[config.mk]
export PLATFORM = sky130hd
export DESIGN_NAME = masked_byte_pattern_search
export DESIGN_NICKNAME = d
export VERILOG_FILES = /design/src/design/mbps_pkg.sv /design/src/design/masked_byte_pattern_search.sv /design/src/design/mbps_match.sv /design/src/design/mbps_window.sv
export SDC_FILE = /design/constraint.sdc
export NUM_CORES = 1
export LEC_CHECK = 0
export BUFFER_PORTS_ARGS = -buffer_cell sky130_fd_sc_hd__buf_2
export CAP_MARGIN = 30
export CORE_UTILIZATION = 55
export DETAILED_ROUTE_END_ITERATION = 10
export GPL_ROUTABILITY_DRIVEN = 0
export PLACE_DENSITY = 0.73
export SYNTH_ARGS = -nofsm -noshare
export SYNTH_HDL_FRONTEND = slang
export SYNTH_HIERARCHICAL = 1
export SYNTH_SLANG_ARGS = --single-unit
export TNS_END_PERCENT = 5
[constraint.sdc]
create_clock -name i_clk -period 21.7 [get_ports i_clk]
set_input_delay 0 -clock i_clk [delete_from_list [all_inputs] [get_ports i_clk]]
set_output_delay 0 -clock i_clk [all_outputs]
set_load 0.02 [all_outputs]
[src/design/mbps_pkg.sv]
// Shared types and constants for the masked byte pattern search block.
// No dependencies; imported by every module of the block.
package mbps_pkg;

    localparam int MAX_PATTERN = 8;
    localparam int POS_W       = 32;
    localparam int LEN_W       = 4;
    localparam int IDX_W       = $clog2(MAX_PATTERN);
    localparam int CFG_IDX_W   = 3;
    localparam int CFG_DATA_W  = 64;

    typedef enum logic [CFG_IDX_W-1:0] {
        REG_PATTERN_BYTES  = 3'd0,
        REG_SKIP_MASK      = 3'd1,
        REG_PATTERN_LENGTH = 3'd2,
        REG_SEARCH_OFFSET  = 3'd3,
        REG_SEARCH_LIMIT   = 3'd4,
        REG_SEARCH_UPWARD  = 3'd5,
        REG_REPORT_ALL     = 3'd6
    } t_cfg_reg;

    typedef struct packed {
        logic [8*MAX_PATTERN-1:0] pattern_bytes;
        logic [MAX_PATTERN-1:0]   skip_mask;
        logic [LEN_W-1:0]         pattern_length;
        logic [POS_W-1:0]         search_offset;
        logic [POS_W-1:0]         search_limit;
        logic                     search_upward;
        logic                     report_all;
    } t_cfg;

endpackage

[src/design/masked_byte_pattern_search.sv]
// Top level of the masked byte pattern search: config registers, input
// register, per-image scan state and result register. Uses mbps_pkg,
// mbps_match and mbps_window.
//
//  Channel   Direction  Handshake                   Content
//  s_axis    in         s_axis_tvalid/tready        image byte, tlast = end of image
//  m_axis    out        m_axis_tvalid/tready        hit position, tuser = found,
//                                                   tlast = last result of search
//  cfg       in         i_cfg_valid/o_cfg_ready     register index and value
//
// One byte per cycle while the result register is not stalled; each byte passes
// the input register and then the result register around the window compare.
// Reset clears the registers, the scan state and both pipeline stages.
// A stalled result register holds the scan stage; the input register still
// takes one byte while the result waits. cfg is always ready.
module masked_byte_pattern_search import mbps_pkg::*; (
    input  logic                  i_clk,
    input  logic                  i_rst_n,
    input  logic                  s_axis_tvalid,
    output logic                  s_axis_tready,
    input  logic [7:0]            s_axis_tdata,   // [7:0] data_byte
    input  logic                  s_axis_tlast,
    output logic                  m_axis_tvalid,
    input  logic                  m_axis_tready,
    output logic [POS_W-1:0]      m_axis_tdata,   // [31:0] match_position
    output logic                  m_axis_tuser,   // [0] found
    output logic                  m_axis_tlast,
    input  logic                  i_cfg_valid,
    output logic                  o_cfg_ready,
    input  logic [CFG_IDX_W-1:0]  i_cfg_index,
    input  logic [CFG_DATA_W-1:0] i_cfg_data
);

    t_cfg r_cfg;

    logic                     r_in_valid;
    logic [7:0]               r_in_byte;
    logic                     r_in_last;

    logic [8*MAX_PATTERN-1:0] r_recent;
    logic [POS_W-1:0]         r_byte_pos;
    logic [POS_W-1:0]         r_best_pos;
    logic                     r_have_hit;
    logic                     r_search_done;

    logic                     r_out_valid;
    logic [POS_W-1:0]         r_out_pos;
    logic                     r_out_found;
    logic                     r_out_final;

    logic                     w_out_free;
    logic                     w_fire;
    logic [IDX_W-1:0]         w_len_m1;
    logic [8*MAX_PATTERN-1:0] n_recent;
    logic [POS_W-1:0]         w_start;
    logic                     w_pos_ok;
    logic                     w_in_window;
    logic                     w_match;
    logic                     w_hit;

    logic                     n_res_valid;
    logic [POS_W-1:0]         n_res_pos;
    logic                     n_res_found;
    logic                     n_res_final;
    logic [POS_W-1:0]         n_best_pos;
    logic                     n_have_hit;
    logic                     n_search_done;

    // ---------------- configuration ----------------
    assign o_cfg_ready = 1'b1;

    always_ff @(posedge i_clk) begin
        if (!i_rst_n) begin
            r_cfg.pattern_bytes  <= '0;
            r_cfg.skip_mask      <= '0;
            r_cfg.pattern_length <= LEN_W'(1);
            r_cfg.search_offset  <= '0;
            r_cfg.search_limit   <= '0;
            r_cfg.search_upward  <= 1'b0;
            r_cfg.report_all     <= 1'b0;
        end else if (i_cfg_valid) begin
            unique case (t_cfg_reg'(i_cfg_index))
                REG_PATTERN_BYTES:  r_cfg.pattern_bytes  <= i_cfg_data[8*MAX_PATTERN-1:0];
                REG_SKIP_MASK:      r_cfg.skip_mask      <= i_cfg_data[MAX_PATTERN-1:0];
                REG_PATTERN_LENGTH: r_cfg.pattern_length <= i_cfg_data[LEN_W-1:0];
                REG_SEARCH_OFFSET:  r_cfg.search_offset  <= i_cfg_data[POS_W-1:0];
                REG_SEARCH_LIMIT:   r_cfg.search_limit   <= i_cfg_data[POS_W-1:0];
                REG_SEARCH_UPWARD:  r_cfg.search_upward  <= i_cfg_data[0];
                REG_REPORT_ALL:     r_cfg.report_all     <= i_cfg_data[0];
                default: ;
            endcase
        end
    end

    // ---------------- input register ----------------
    assign w_out_free    = !r_out_valid || m_axis_tready;
    assign w_fire        = r_in_valid && w_out_free;
    assign s_axis_tready = !r_in_valid || w_out_free;

    always_ff @(posedge i_clk) begin
        if (!i_rst_n) begin
            r_in_valid <= 1'b0;
        end else if (s_axis_tready) begin
            r_in_valid <= s_axis_tvalid;
        end
    end

    always_ff @(posedge i_clk) begin
        if (s_axis_tready && s_axis_tvalid) begin
            r_in_byte <= s_axis_tdata;
            r_in_last <= s_axis_tlast;
        end
    end

    // ---------------- scan stage ----------------
    // length 0 counts as 1, anything above the maximum as the maximum
    always_comb begin
        if (r_cfg.pattern_length == '0) begin
            w_len_m1 = '0;
        end else if (r_cfg.pattern_length > LEN_W'(MAX_PATTERN)) begin
            w_len_m1 = IDX_W'(MAX_PATTERN - 1);
        end else begin
            w_len_m1 = IDX_W'(r_cfg.pattern_length - LEN_W'(1));
        end
    end

    assign n_recent = {r_recent[8*MAX_PATTERN-9:0], r_in_byte};
    assign w_pos_ok = (r_byte_pos >= POS_W'(w_len_m1));
    assign w_start  = r_byte_pos - POS_W'(w_len_m1);

    mbps_match u_match (
        .i_cfg    (r_cfg),
        .i_window (n_recent),
        .i_len_m1 (w_len_m1),
        .o_match  (w_match)
    );

    mbps_window u_window (
        .i_cfg       (r_cfg),
        .i_start     (w_start),
        .o_in_window (w_in_window)
    );

    assign w_hit = w_pos_ok && w_in_window && w_match;

    always_comb begin
        n_res_valid   = 1'b0;
        n_res_pos     = '0;
        n_res_found   = 1'b0;
        n_res_final   = 1'b0;
        n_best_pos    = r_best_pos;
        n_have_hit    = r_have_hit;
        n_search_done = r_search_done;

        if (w_hit && !r_search_done) begin
            priority if (r_cfg.report_all) begin
                n_res_valid = 1'b1;
                n_res_pos   = w_start;
                n_res_found = 1'b1;
                n_res_final = r_in_last;
            end else if (!r_cfg.search_upward) begin
                n_res_valid   = 1'b1;
                n_res_pos     = w_start;
                n_res_found   = 1'b1;
                n_res_final   = 1'b1;
                n_search_done = 1'b1;
            end else begin
                // ascending arrival, so the latest hit is the highest
                n_best_pos = w_start;
                n_have_hit = 1'b1;
            end
        end

        // closing result unless the search already gave its last one
        if (r_in_last && !n_res_valid && !r_search_done) begin
            n_res_valid = 1'b1;
            n_res_final = 1'b1;
            if (!r_cfg.report_all && r_cfg.search_upward && n_have_hit) begin
                n_res_pos   = n_best_pos;
                n_res_found = 1'b1;
            end
        end
    end

    always_ff @(posedge i_clk) begin
        if (!i_rst_n) begin
            r_recent      <= '0;
            r_byte_pos    <= '0;
            r_best_pos    <= '0;
            r_have_hit    <= 1'b0;
            r_search_done <= 1'b0;
        end else if (w_fire) begin
            if (r_in_last) begin
                r_recent      <= '0;
                r_byte_pos    <= '0;
                r_best_pos    <= '0;
                r_have_hit    <= 1'b0;
                r_search_done <= 1'b0;
            end else begin
                r_recent      <= n_recent;
                r_byte_pos    <= r_byte_pos + POS_W'(1);
                r_best_pos    <= n_best_pos;
                r_have_hit    <= n_have_hit;
                r_search_done <= n_search_done;
            end
        end
    end

    // ---------------- result register ----------------
    always_ff @(posedge i_clk) begin
        if (!i_rst_n) begin
            r_out_valid <= 1'b0;
        end else if (w_fire) begin
            r_out_valid <= n_res_valid;
        end else if (m_axis_tready) begin
            r_out_valid <= 1'b0;
        end
    end

    always_ff @(posedge i_clk) begin
        if (w_fire && n_res_valid) begin
            r_out_pos   <= n_res_pos;
            r_out_found <= n_res_found;
            r_out_final <= n_res_final;
        end
    end

    assign m_axis_tvalid = r_out_valid;
    assign m_axis_tdata  = r_out_pos;
    assign m_axis_tuser  = r_out_found;
    assign m_axis_tlast  = r_out_final;

    // ---------------- checks ----------------
    a_miss_is_final: assert property (@(posedge i_clk) disable iff (!i_rst_n)
        m_axis_tvalid && !m_axis_tuser |-> m_axis_tlast)
        else $error("miss result without final flag");

    a_miss_zero_pos: assert property (@(posedge i_clk) disable iff (!i_rst_n)
        m_axis_tvalid && !m_axis_tuser |-> (m_axis_tdata == '0))
        else $error("miss result with non-zero position");

    a_stall_cause: assert property (@(posedge i_clk) disable iff (!i_rst_n)
        !s_axis_tready |-> r_in_valid && r_out_valid && !m_axis_tready)
        else $error("input held off without a stalled result");

    a_image_reset: assert property (@(posedge i_clk) disable iff (!i_rst_n)
        w_fire && r_in_last |=> (r_byte_pos == '0) && !r_search_done && !r_have_hit)
        else $error("scan state not cleared after end of image");

endmodule

[src/design/mbps_match.sv]
// Masked comparison of the newest pattern_length bytes against the pattern.
// Depends on mbps_pkg.
module mbps_match import mbps_pkg::*; (
    input  t_cfg                     i_cfg,
    input  logic [8*MAX_PATTERN-1:0] i_window,   // newest byte in bits 7..0
    input  logic [IDX_W-1:0]         i_len_m1,
    output logic                     o_match
);

    always_comb begin
        logic [IDX_W-1:0] j;
        logic [7:0]       have;
        logic [7:0]       want;
        o_match = 1'b1;
        for (int i = 0; i < MAX_PATTERN; i++) begin
            // pattern byte i lines up with the byte received len-1-i steps ago
            j    = i_len_m1 - IDX_W'(i);
            have = i_window[{j, 3'b000} +: 8];
            want = i_cfg.pattern_bytes[8*i +: 8];
            if ((IDX_W'(i) <= i_len_m1) && !i_cfg.skip_mask[i] && (want != have)) begin
                o_match = 1'b0;
            end
        end
    end

endmodule

[src/design/mbps_window.sv]
// Candidate window test for one start position, both search directions.
// Depends on mbps_pkg.
module mbps_window import mbps_pkg::*; (
    input  t_cfg             i_cfg,
    input  logic [POS_W-1:0] i_start,
    output logic             o_in_window
);

    logic [POS_W-1:0] w_fwd_dist;
    logic [POS_W-1:0] w_up_dist;
    logic             w_lim_zero;

    assign w_fwd_dist = i_start - i_cfg.search_offset;
    assign w_up_dist  = i_cfg.search_offset - i_start;
    assign w_lim_zero = (i_cfg.search_limit == '0);

    always_comb begin
        if (!i_cfg.search_upward) begin
            o_in_window = (i_start >= i_cfg.search_offset) &&
                          (w_lim_zero || (w_fwd_dist < i_cfg.search_limit));
        end else if (w_lim_zero) begin
            // open downward window stops at position 1
            o_in_window = (i_start <= i_cfg.search_offset) && (i_start != '0);
        end else begin
            o_in_window = (i_start <= i_cfg.search_offset) &&
                          (w_up_dist < i_cfg.search_limit);
        end
    end

endmodule
==> results_dict.tcl, run 1 <==
set metrics [dict create \
    antenna_cells 0 \
    period_needed_ns 10.33 \
    fin_hold_ws_ns 0.0745 \
    fmax_ghz 0.0968 \
    ys_ff_latch 309 \
    detail-route-antenna-nets 0 \
    utilization_pct 62.3 \
    fp.dieArea_mm2 0.0410 \
    netlist_instances 2486 \
    finalMaxSlewViolations 0 \
    worstSetupPathType "reg2reg" \
    die-width_um 203 \
    die_h_um 203 \
    post_cts_buffers 0 \
    cpPeakStageDelay_ns 0.76 \
    nets 2802 \
    fp-row-count 73 \
    grt_start_max_net_pins 114 \
    drive_gt1_share_pct 12.8 \
    critPathTopFamily "compound AO/OA/AOI/OAI gates" \
    cts_buffer_depth 3 \
    drt_first_pass_iters 6 \
    fin_ws_ns 11.37 \
    synth-edff-count 43 \
    crit_arrival_ns 10.50 \
    drv_cap 0 \
    wirelength_um 65800 \
    avgViaCountPerCell 6.20 \
    max_slew_margin_pct 34.6 \
    vias 19400 \
    critPathBufInv 6 \
    area_growth_syn_to_layout_pct 11.9 \
    dp_hpwl_um 47700 \
    port_buffers 116 \
    syn_area_mm2 0.0221 \
    clk_pin_slew_ns 0.06 \
    overflow 0 \
    peakVddDrop_mv 0.0701 \
    clockRootBuffer "clkbuf_16" \
    critical_path_required_ns 21.87 \
    synth_fp_nets 2711 \
    antenna_found_initial 0 \
    path_max_fanout 36 \
    ys.warnings.count 6 \
    cp_slowest_cell "nor2_4" \
    finClkSkew_ns 0.0127 \
    worst_pin_slew_ns 0.979 \
    crit_path_frequent_cell "inv_1" \
    drt_iter0_drc 1971 \
    post-place-ws_ns 11.72 \
    synth_top_cell_by_area "dfxtp_1" \
    critPathCaptureType "register" \
    core-area_mm2 0.0397 \
    grt_usage_pct 31.8 \
    num-fill-cells 3316 \
    cts_buffers 36 \
    status "finished, final reports clean" \
    hold_viol_final 0 \
    total_power_uw 1820 \
    hp-class "in2reg" \
    fin_crit_sh_pct 47.6 \
    powerDensity_mw_per_mm2 73.7 \
    grt_pass1_vias 18400 \
    synth.distinct_cells 94 \
    power.leakage_uw 0.00948 \
    clkSinkCount 309 \
    fin_setup_tns_ns 0 \
    io-pin-count 118 \
    avgSynthCellArea_um2 8.90 \
    clk_latency_ns 0.56 \
    rsz0062_at_grt "false" \
    cts_tree "built" \
    async_reset_ff_share_pct 0 \
    ys_seq_area_share_pct 29.9 \
    finalSetupViolCount 0 \
    synthTopCellsByArea "dfxtp_1, mux4_2, ha_1, edfxtp_1, nand2_1" \
    synth-main-ff-cell "dfxtp_1" \
    synth_top_area_share_pct 24.1 \
    drc 0 \
    grt_pass1_wl_um 103000 \
    start_kind "register" \
    initial_core_util_pct 55.7 \
    h-tree-depth 2 \
    wl_per_cell_um 21.0 \
]
[worst register-to-register path: cells and delay by family (launching register included)]
kind                     cells  cell delay (ns)
AO/OA/AOI/OAI               15             4.06
AND/OR/NAND/NOR              9             2.37
adder cells (fa/ha/maj)      5             1.61
buffers and inverters        6             0.92
flip-flops                   1             0.41
XOR/XNOR                     2             0.39
multiplexers                 1             0.15
[cell families (layout without fill, tap and decap cells)]
logic type / count (synthesis) / in the layout / share of synthesized area [%]
XOR/XNOR: 195 / 195 / 7.72
AND/OR/NAND/NOR: 794 / 794 / 17.8
multiplexers: 167 / 167 / 12.6
adder cells (fa/ha/maj): 144 / 144 / 8.25
flip-flops: 309 / 309 / 29.9
buffers and inverters: 327 / 445 / 6.48
other: 1 / 1 / 0.0170
AO/OA/AOI/OAI: 549 / 549 / 17.2
[metrics by stage]
| step | std cells | instance area (um^2) |
|---|---|---|
| 6_report | 3129 | 24700 |
| 5_1_grt | 3129 | 24700 |
| 4_1_cts | 3129 | 24700 |
| 3_5_place_dp | 2984 | 22800 |
| 3_3_place_gp | 2982 | 22700 |
| 2_1_floorplan | 2486 | 22100 |
[final cells by class]
| cell class | count | area [um^2] | area share, % |
|---|---|---|---|
| multi-input cells | 1850 | 14100 | 57.1 |
| clock inverters | 18 | 174 | 0.703 |
| flip-flops and latches | 309 | 6620 | 26.7 |
| inverters | 162 | 608 | 2.46 |
| well taps | 525 | 657 | 2.65 |
| clock buffers | 47 | 1000 | 4.06 |
| repair buffers | 218 | 1570 | 6.34 |
[final timing paths]
check             depth (start not counted)      startpoint               end  slack (ns)
hold / removal                            2         i_rst_n        r_in_valid        0.07
setup reg to reg                         38       r_cfg[66]  m_axis_tdata[30]       11.37
setup / recovery                         38       r_cfg[66]  m_axis_tdata[30]       11.37
hold reg to reg                           1  r_best_pos[27]    r_best_pos[27]        0.46
[layout by cell type (no fill, tap or decap), drive strengths merged, types with 5 or more instances in the layout]
master       count
and4            10
mux2i           71
inv            165
nand4           45
mux4            88
ha             141
nor4            48
nor2b           74
clkbuf          47
o2bb2ai         63
clkinv           9
and3            70
and2            11
dfxtp          266
o21a             6
xnor2          128
xor2            67
a21o            31
nand2b           9
o21bai          19
nor3            28
mux2             8
or4              7
nand3           32
dlygate4sd3     80
a221oi          10
buf            138
o21ai           61
nand2          338
a21boi         138
or2              7
edfxtp          43
nor2            85
or3             19
a211oi          10
o211ai           5
a21oi          164
[synthesized netlist by cell type, types with 57 or more instances]
cell and number:
nand2_1 338, dfxtp_1 266, a21oi_1 164, inv_1 160, ha_1 141, a21boi_0 138
xnor2_1 128, clkbuf_1 105, mux4_2 86, nor2_1 84, nor2b_1 74, mux2i_1 71
and3_1 68, xor2_1 67, o2bb2ai_1 61, o21ai_0 57
[registers in the layout, indices dropped and copies added (netlist names)]
register / count
r_recent: 56
r_byte_pos: 32
r_in_byte: 8
r_cfg: 142
m_axis_tdata: 32
r_have_hit: 1
m_axis_tlast: 1
r_in_valid: 1
r_search_done: 1
r_in_last: 1
m_axis_tuser: 1
r_best_pos: 32
m_axis_tvalid: 1
[report_power, final]
part / switching, uW / total, uW / internal (uW) / leakage (uW)
combinational: 366 / 609 / 244 / 0.00640
sequential: 11.3 / 603 / 592 / 0.00252
clock: 257 / 612 / 354 / 0.000567
[timing repair]
action | 4_1_cts | 5_1_grt
endpoints found under the hold margin | 162 | 0
gates resized for setup | 0 | 0
hold buffers | 80 | 0
endpoints found under the setup margin | 0 | 0
[metal layers]
metal	vias to the layer above	track usage, %	routed length, um
li1	9013	-	-
met3	215	5.04	4920
met5	-	0	0
met2	901	51.7	30700
met4	0	16.3	3500
met1	9281	40.8	26700
Note: power is estimated with default switching activity, not from simulation.
==> inputs of run 2 (changes only) <==
--- a/config.mk
+++ b/config.mk
@@ -5,6 +5,7 @@
 export SDC_FILE = /design/constraint.sdc
 export NUM_CORES = 1
 export LEC_CHECK = 0
+export ABC_AREA = 1
 export BUFFER_PORTS_ARGS = -buffer_cell sky130_fd_sc_hd__buf_2
 export CAP_MARGIN = 30
 export CORE_UTILIZATION = 55
==> constraint.sdc (replaced) <==
create_clock -name i_clk -period 9.53 [get_ports i_clk]
set_input_delay 0 -clock i_clk [delete_from_list [all_inputs] [get_ports i_clk]]
set_output_delay 0 -clock i_clk [all_outputs]
set_load 0.02 [all_outputs]
==> run 2 against run 1 <==
Register-to-register slack worse by 9.5 ns. Clock power increased by 140%. Critical endpoint is now m_axis_tdata[0]. Clock-buffer cell count grew 7. Total power grew to 2.5 times the previous value. First-iteration DRC count up 32%.
==> results_dict.tcl, run 2 <==
set metrics [dict create \
    cts_tree "built" \
    worstSetupPathType "reg2reg" \
    register_area_mm2 0.00662 \
    wl_per_cell_um 18.0 \
    clk_latency_ns 0.58 \
    rsz0062_at_grt "false" \
    multi_input_area_mm2 0.0143 \
    synth-edff-count 43 \
    clkSinkCount 309 \
    io-pin-count 118 \
    initial_core_util_pct 55.6 \
    finalSetupViolCount 0 \
    synth_xor_area_share_pct 2.11 \
    vias 24400 \
    largest-register "r_cfg" \
    avgViaCountPerCell 5.65 \
    core-area_mm2 0.0419 \
    netlist_instances 3649 \
    synth_top_family_by_area "simple AND/OR/NAND/NOR gates" \
    crit_path_frequent_cell "nand2_1" \
    mostFrequentLayoutCells "nand2_1, nand3_1, nor2_1" \
    grt_usage_pct 35.4 \
    drive_gt1_share_pct 9.33 \
    wirelength_um 77600 \
    ys.warnings.count 6 \
    cts_buffer_depth 3 \
    avgSynthCellArea_um2 6.38 \
    power.leakage_uw 0.0117 \
    drt_first_pass_iters 6 \
    cp_slowest_cell "nand2_2" \
    die_h_um 208 \
    synth.most_common_cell "nand2_1" \
    ys_ff_latch 309 \
    finalMaxSlewViolations 0 \
    hold_path_startpoint "s_axis_tdata[4]" \
    area_growth_syn_to_layout_pct 11.7 \
    status "finished, final reports clean" \
    largest_reg_flops 142 \
    dp_hpwl_um 57700 \
    die-width_um 208 \
    synth.area.mux_share_pct 0 \
    nets 3970 \
    num-fill-cells 4012 \
    worst_pin_slew_ns 0.995 \
    ys_seq_area_share_pct 28.4 \
    fp.dieArea_mm2 0.0432 \
    synthAdderAreaFrac_pct 7.83 \
    hold_viol_final 0 \
    critical_path_required_ns 9.81 \
    synth-main-ff-cell "dfxtp_1" \
    synth_top_cell_by_area "dfxtp_1" \
    drc 0 \
    h-tree-depth 2 \
    synth-simple-area-share_pct 38.3 \
    cts_resized 0 \
    holdBufCountCts 87 \
    hp-class "in2reg" \
    critPathCaptureType "register" \
    max_slew_margin_pct 33.5 \
    fin_crit_sh_pct 80.7 \
    cts_buffers 37 \
    antenna_found_initial 1 \
    peakVddDrop_mv 0.145 \
    overflow 0 \
    powerDensity_mw_per_mm2 175 \
    port_buffers 116 \
    path_max_fanout 33 \
    critPathLaunch "r_cfg[66]" \
    drt_iter0_drc 2594 \
    start_kind "register" \
    fin_hold_ws_ns 0.149 \
    reg2reg_depth 44 \
    synthTopCellsByArea "dfxtp_1, nand2_1, nand3_1, ha_1, nor2_1" \
    finClkSkew_ns 0.0243 \
    fin_setup_tns_ns 0 \
    min_path_cells 2 \
    syn_area_mm2 0.0233 \
    clockRootBuffer "clkbuf_16" \
    async_reset_ff_share_pct 0 \
    fp-row-count 75 \
    period_needed_ns 7.69 \
    grt_pass1_wl_um 122000 \
    post_cts_buffers 0 \
    synth.distinct_cells 55 \
    crit_arrival_ns 7.97 \
    rr_startpoint "r_cfg[66]" \
    synth_compound_area_share_pct 12.9 \
    grt_pass1_vias 22400 \
    detail-route-antenna-nets 0 \
    final_common_cell "nand2_1" \
    synth_top_area_share_pct 22.9 \
    fmax_ghz 0.130 \
    grt_start_max_net_pins 116 \
    yosys-top-cells-count "nand2_1, nand3_1, nor2_1" \
    reg_top3 "r_cfg: 142 flops, r_recent: 56 flops" \
    synth_fp_nets 3874 \
    cpPeakStageDelay_ns 0.53 \
    drv_cap 0 \
    clk_pin_slew_ns 0.06 \
]
run 2: cell types whose count changed after synthesis, moves of 86 or more:
cell,change
a21boi_0,-138
a21oi_1,+101
inv_1,+222
mux4_2,-86
nand2_1,+633
nand3_1,+373
nor2_1,+312
o21ai_0,+146
xnor2_1,-120
run 2: cell families after synthesis:
kind of cell               Yosys count
AOI/OAI and AO/OA                  563
DFF                                309
xor gates and xnor gates            56
buffers and inverters              575
and+or+nand+nor                   2001
adders and majority gates          144
other                                1
run 2: metrics by stage:
| step | power (uW) | util [%] | instance area (um^2) | setup slack (ns) | cells |
|---|---|---|---|---|---|
| final | 4560 | 62.1 | 26000 | 1.84 | 4313 |
| after global routing | 4810 | 62.1 | 26000 | 1.41 | 4313 |
| after CTS | 4530 | 62.1 | 26000 | 1.99 | 4312 |
| after detailed placement | 3040 | 57.0 | 23900 | 1.98 | 4158 |
| after global placement | 3030 | 57.0 | 23800 | 2.16 | 4156 |
| after floorplan | 2620 | - | 23300 | 3.27 | 3649 |
run 2: final timing paths:
path | slack, ns | endpoint
worst max register to register | 1.84 | m_axis_tdata[0]
worst min register to register | 0.46 | r_best_pos[14]
worst max-delay path | 1.84 | m_axis_tdata[0]
worst min-delay path | 0.15 | r_in_byte[4]
run 2: cell type report:
type                       count  share of cell area [%]
tap                          539                    2.59
clock inverter                13                   0.717
sequential                   309                    25.4
multi-input combinational   2765                    55.0
clock buffer                  54                    4.12
timing repair buffer         222                    6.23
antenna                        1                 0.00962
inverter                     410                    5.93
run 2: critical path, delay by kind of cell, from the launching register on:
kind | cells | cell delay, ns
simple gates | 28 | 3.91
fa+ha+maj | 5 | 1.56
buf+inv | 7 | 0.67
compound gates | 3 | 0.44
xor+xnor | 1 | 0.42
flops | 1 | 0.38
run 2: per-layer routing:
layer	GRT usage, %	wire (um)	vias up
li1	-	-	12100
met3	5.40	6440	236
met4	22.6	5260	0
met1	46.4	32700	11000
met2	54.5	33200	1127
met5	0	0	-
run 2: power by group:
part	leakage [uW]	switching, uW	internal [uW]
Sequential	0.00257	29.4	1350
Combinational	0.00849	1140	568
Clock	0.000600	599	870
==> inputs of run 3 (changes only) <==
==> constraint.sdc (replaced) <==
create_clock -name i_clk -period 7.95 [get_ports i_clk]
set_input_delay 0 -clock i_clk [delete_from_list [all_inputs] [get_ports i_clk]]
set_output_delay 0 -clock i_clk [all_outputs]
set_load 0.02 [all_outputs]
==> run 3 against run 2 <==
Total power grew 20%. Critical endpoint is now m_axis_tdata[18]. Critical path type unchanged. Wire length increased by 0.62%. Non-clock buffer count decreased by 3. Hold slack got worse by 0.052 ns. Design area is 0.21% lower. Sequential power rose by 20%.
==> results_dict.tcl, run 3 (synthesis gave the netlist of run 2 again) <==
set metrics [dict create \
    max_slew_margin_pct 35.4 \
    fin_setup_tns_ns 0 \
    fin_ws_ns 0.721 \
    use_met3_pct 5.45 \
    largest-register "r_cfg" \
    clockRootBuffer "clkbuf_16" \
    drive_gt1_share_pct 9.45 \
    fmax_ghz 0.138 \
    finalMaxSlewViolations 0 \
    cpPeakStageDelay_ns 0.45 \
    period_needed_ns 7.23 \
    placed_area_mm2 0.0239 \
    cts_buffer_depth 3 \
    wl_per_cell_um 18.1 \
    crit_end "m_axis_tdata[18]" \
    cts_buffers 37 \
    mostFrequentLayoutCells "nand2_1, nand3_1, nor2_1" \
    top_usage_layer "met2" \
    reg_top3 "r_cfg: 142 flops, r_recent: 56 flops" \
    critPathLaunch "r_cfg[66]" \
    start_kind "register" \
    num-fill-cells 4007 \
    cp_slowest_cell "ha_1" \
    core-area_mm2 0.0419 \
    drc 0 \
    crit_arrival_ns 7.41 \
    reg2reg_depth 38 \
    worstSetupPathType "reg2reg" \
    peakVddDrop_mv 0.166 \
    clk_latency_ns 0.56 \
    grt_use_met1_pct 47.2 \
    dp_hpwl_um 57800 \
    fin_area_mm2 0.0260 \
    power.leakage_uw 0.0116 \
    drt_first_pass_iters 6 \
    utilization_pct 62.0 \
    overflow 0 \
    hold_viol_final 0 \
    initial_core_util_pct 55.6 \
    powerDensity_mw_per_mm2 211 \
    clkSinkCount 309 \
    gr-usage-met2_pct 54.8 \
    path_max_fanout 34 \
    grt_pass1_wl_um 122000 \
    detail-route-antenna-nets 0 \
    total_power_uw 5480 \
    clk_pin_slew_ns 0.06 \
    antenna_found_initial 2 \
    fp-row-count 75 \
    status "finished, final reports clean" \
    drt_iter0_drc 2408 \
    grt_pass1_vias 22400 \
    hp-class "in2reg" \
    worst_pin_slew_ns 0.968 \
    largest_reg_flops 142 \
    port_buffers 116 \
    nets 3967 \
    rsz0062_at_grt "false" \
    h-tree-depth 2 \
    regToRegSetupSlack_ns 0.72 \
    rr_startpoint "r_cfg[66]" \
    area_growth_syn_to_layout_pct 11.4 \
    post-place-ws_ns 0.859 \
    vias 24400 \
    io-pin-count 118 \
    cts_tree "built" \
    r2r-end "m_axis_tdata[18]" \
    finClkSkew_ns 0.0288 \
    die-width_um 208 \
    final_common_cell "nand2_1" \
    drv_cap 0 \
    wirelength_um 78100 \
    die_h_um 208 \
    critPathCaptureType "register" \
    critical_path_required_ns 8.13 \
    grt_start_max_net_pins 98 \
    fin_crit_sh_pct 90.9 \
    grt_usage_pct 35.7 \
    finalSetupViolCount 0 \
    fp.dieArea_mm2 0.0432 \
    cts_resized 0 \
    crit_path_frequent_cell "nand2_1" \
    avgViaCountPerCell 5.68 \
]
run 3: cell count changes in the layout (fill, tap and decap cells not counted), sizes merged:
cell / delta
inv: +2
buf: +2
clkinvlp: +1
clkbuf: -9
dlygate4sd3: -5
bufinv: +1
clkinv: +3
run 3: layer usage:
metal | share of wire, % | up-vias
li1 | - | 12100
met1 | 42 | 11000
met2 | 43 | 1165
met3 | 8.7 | 219
met4 | 6.5 | 0
met5 | 0 | -
run 3: power by group:
group	internal, uW	switching, uW	total [uW]
logic	680	1380	2060
clock network	1040	718	1760
registers	1620	36.1	1660
total	3340	2130	5480
run 3: worst min path at each step:
| stage | from | to | depth (start not counted) |
|---|---|---|---|
| 2_1_floorplan | s_axis_tdata[0] | r_in_byte[0] | 0 |
| 3_3_place_gp | s_axis_tdata[2] | r_in_byte[2] | 1 |
| 3_5_place_dp | s_axis_tdata[1] | r_in_byte[1] | 1 |
| 4_1_cts | m_axis_tready | m_axis_tvalid | 4 |
| 5_1_grt | m_axis_tready | m_axis_tvalid | 4 |
| 6_report | m_axis_tready | m_axis_tvalid | 4 |
run 3: cell type report:
type | instances | area, um^2 | area share [%]
Antenna cell | 1 | 2.50 | 0.00964
Timing Repair Buffer | 219 | 1590 | 6.11
Sequential cell | 309 | 6620 | 25.5
Multi-Input combinational cell | 2765 | 14300 | 55.1
Tap cell | 539 | 674 | 2.60
Inverter | 410 | 1540 | 5.94
Clock inverter | 20 | 230 | 0.887
Clock buffer | 45 | 1010 | 3.89
run 3: through the flow:
stage / instances / hold slack (ns)
2_1_floorplan: 3649 / 0.0989
3_3_place_gp: 4158 / 0.177
3_5_place_dp: 4159 / 0.178
4_1_cts: 4306 / 0.00367
5_1_grt: 4307 / 0.0653
6_report: 4308 / 0.0972
run 3: critical path, delay by kind of cell (launching register included):
kind,cells,cell delay [ns]
adder cells (fa/ha/maj),5,1.56
buffers and inverters,5,0.84
XOR/XNOR,1,0.36
AO/OA/AOI/OAI,8,1.35
flip-flops,1,0.38
AND/OR/NAND/NOR,19,2.36
run 3: what timing repair did:
| action | 4_1_cts | 5_1_grt |
|---|---|---|
| hold buffers | 82 | 0 |
| endpoints found under the setup margin | 0 | 0 |
| setup buffers | 0 | 0 |
| endpoints found under the hold margin | 152 | 0 |
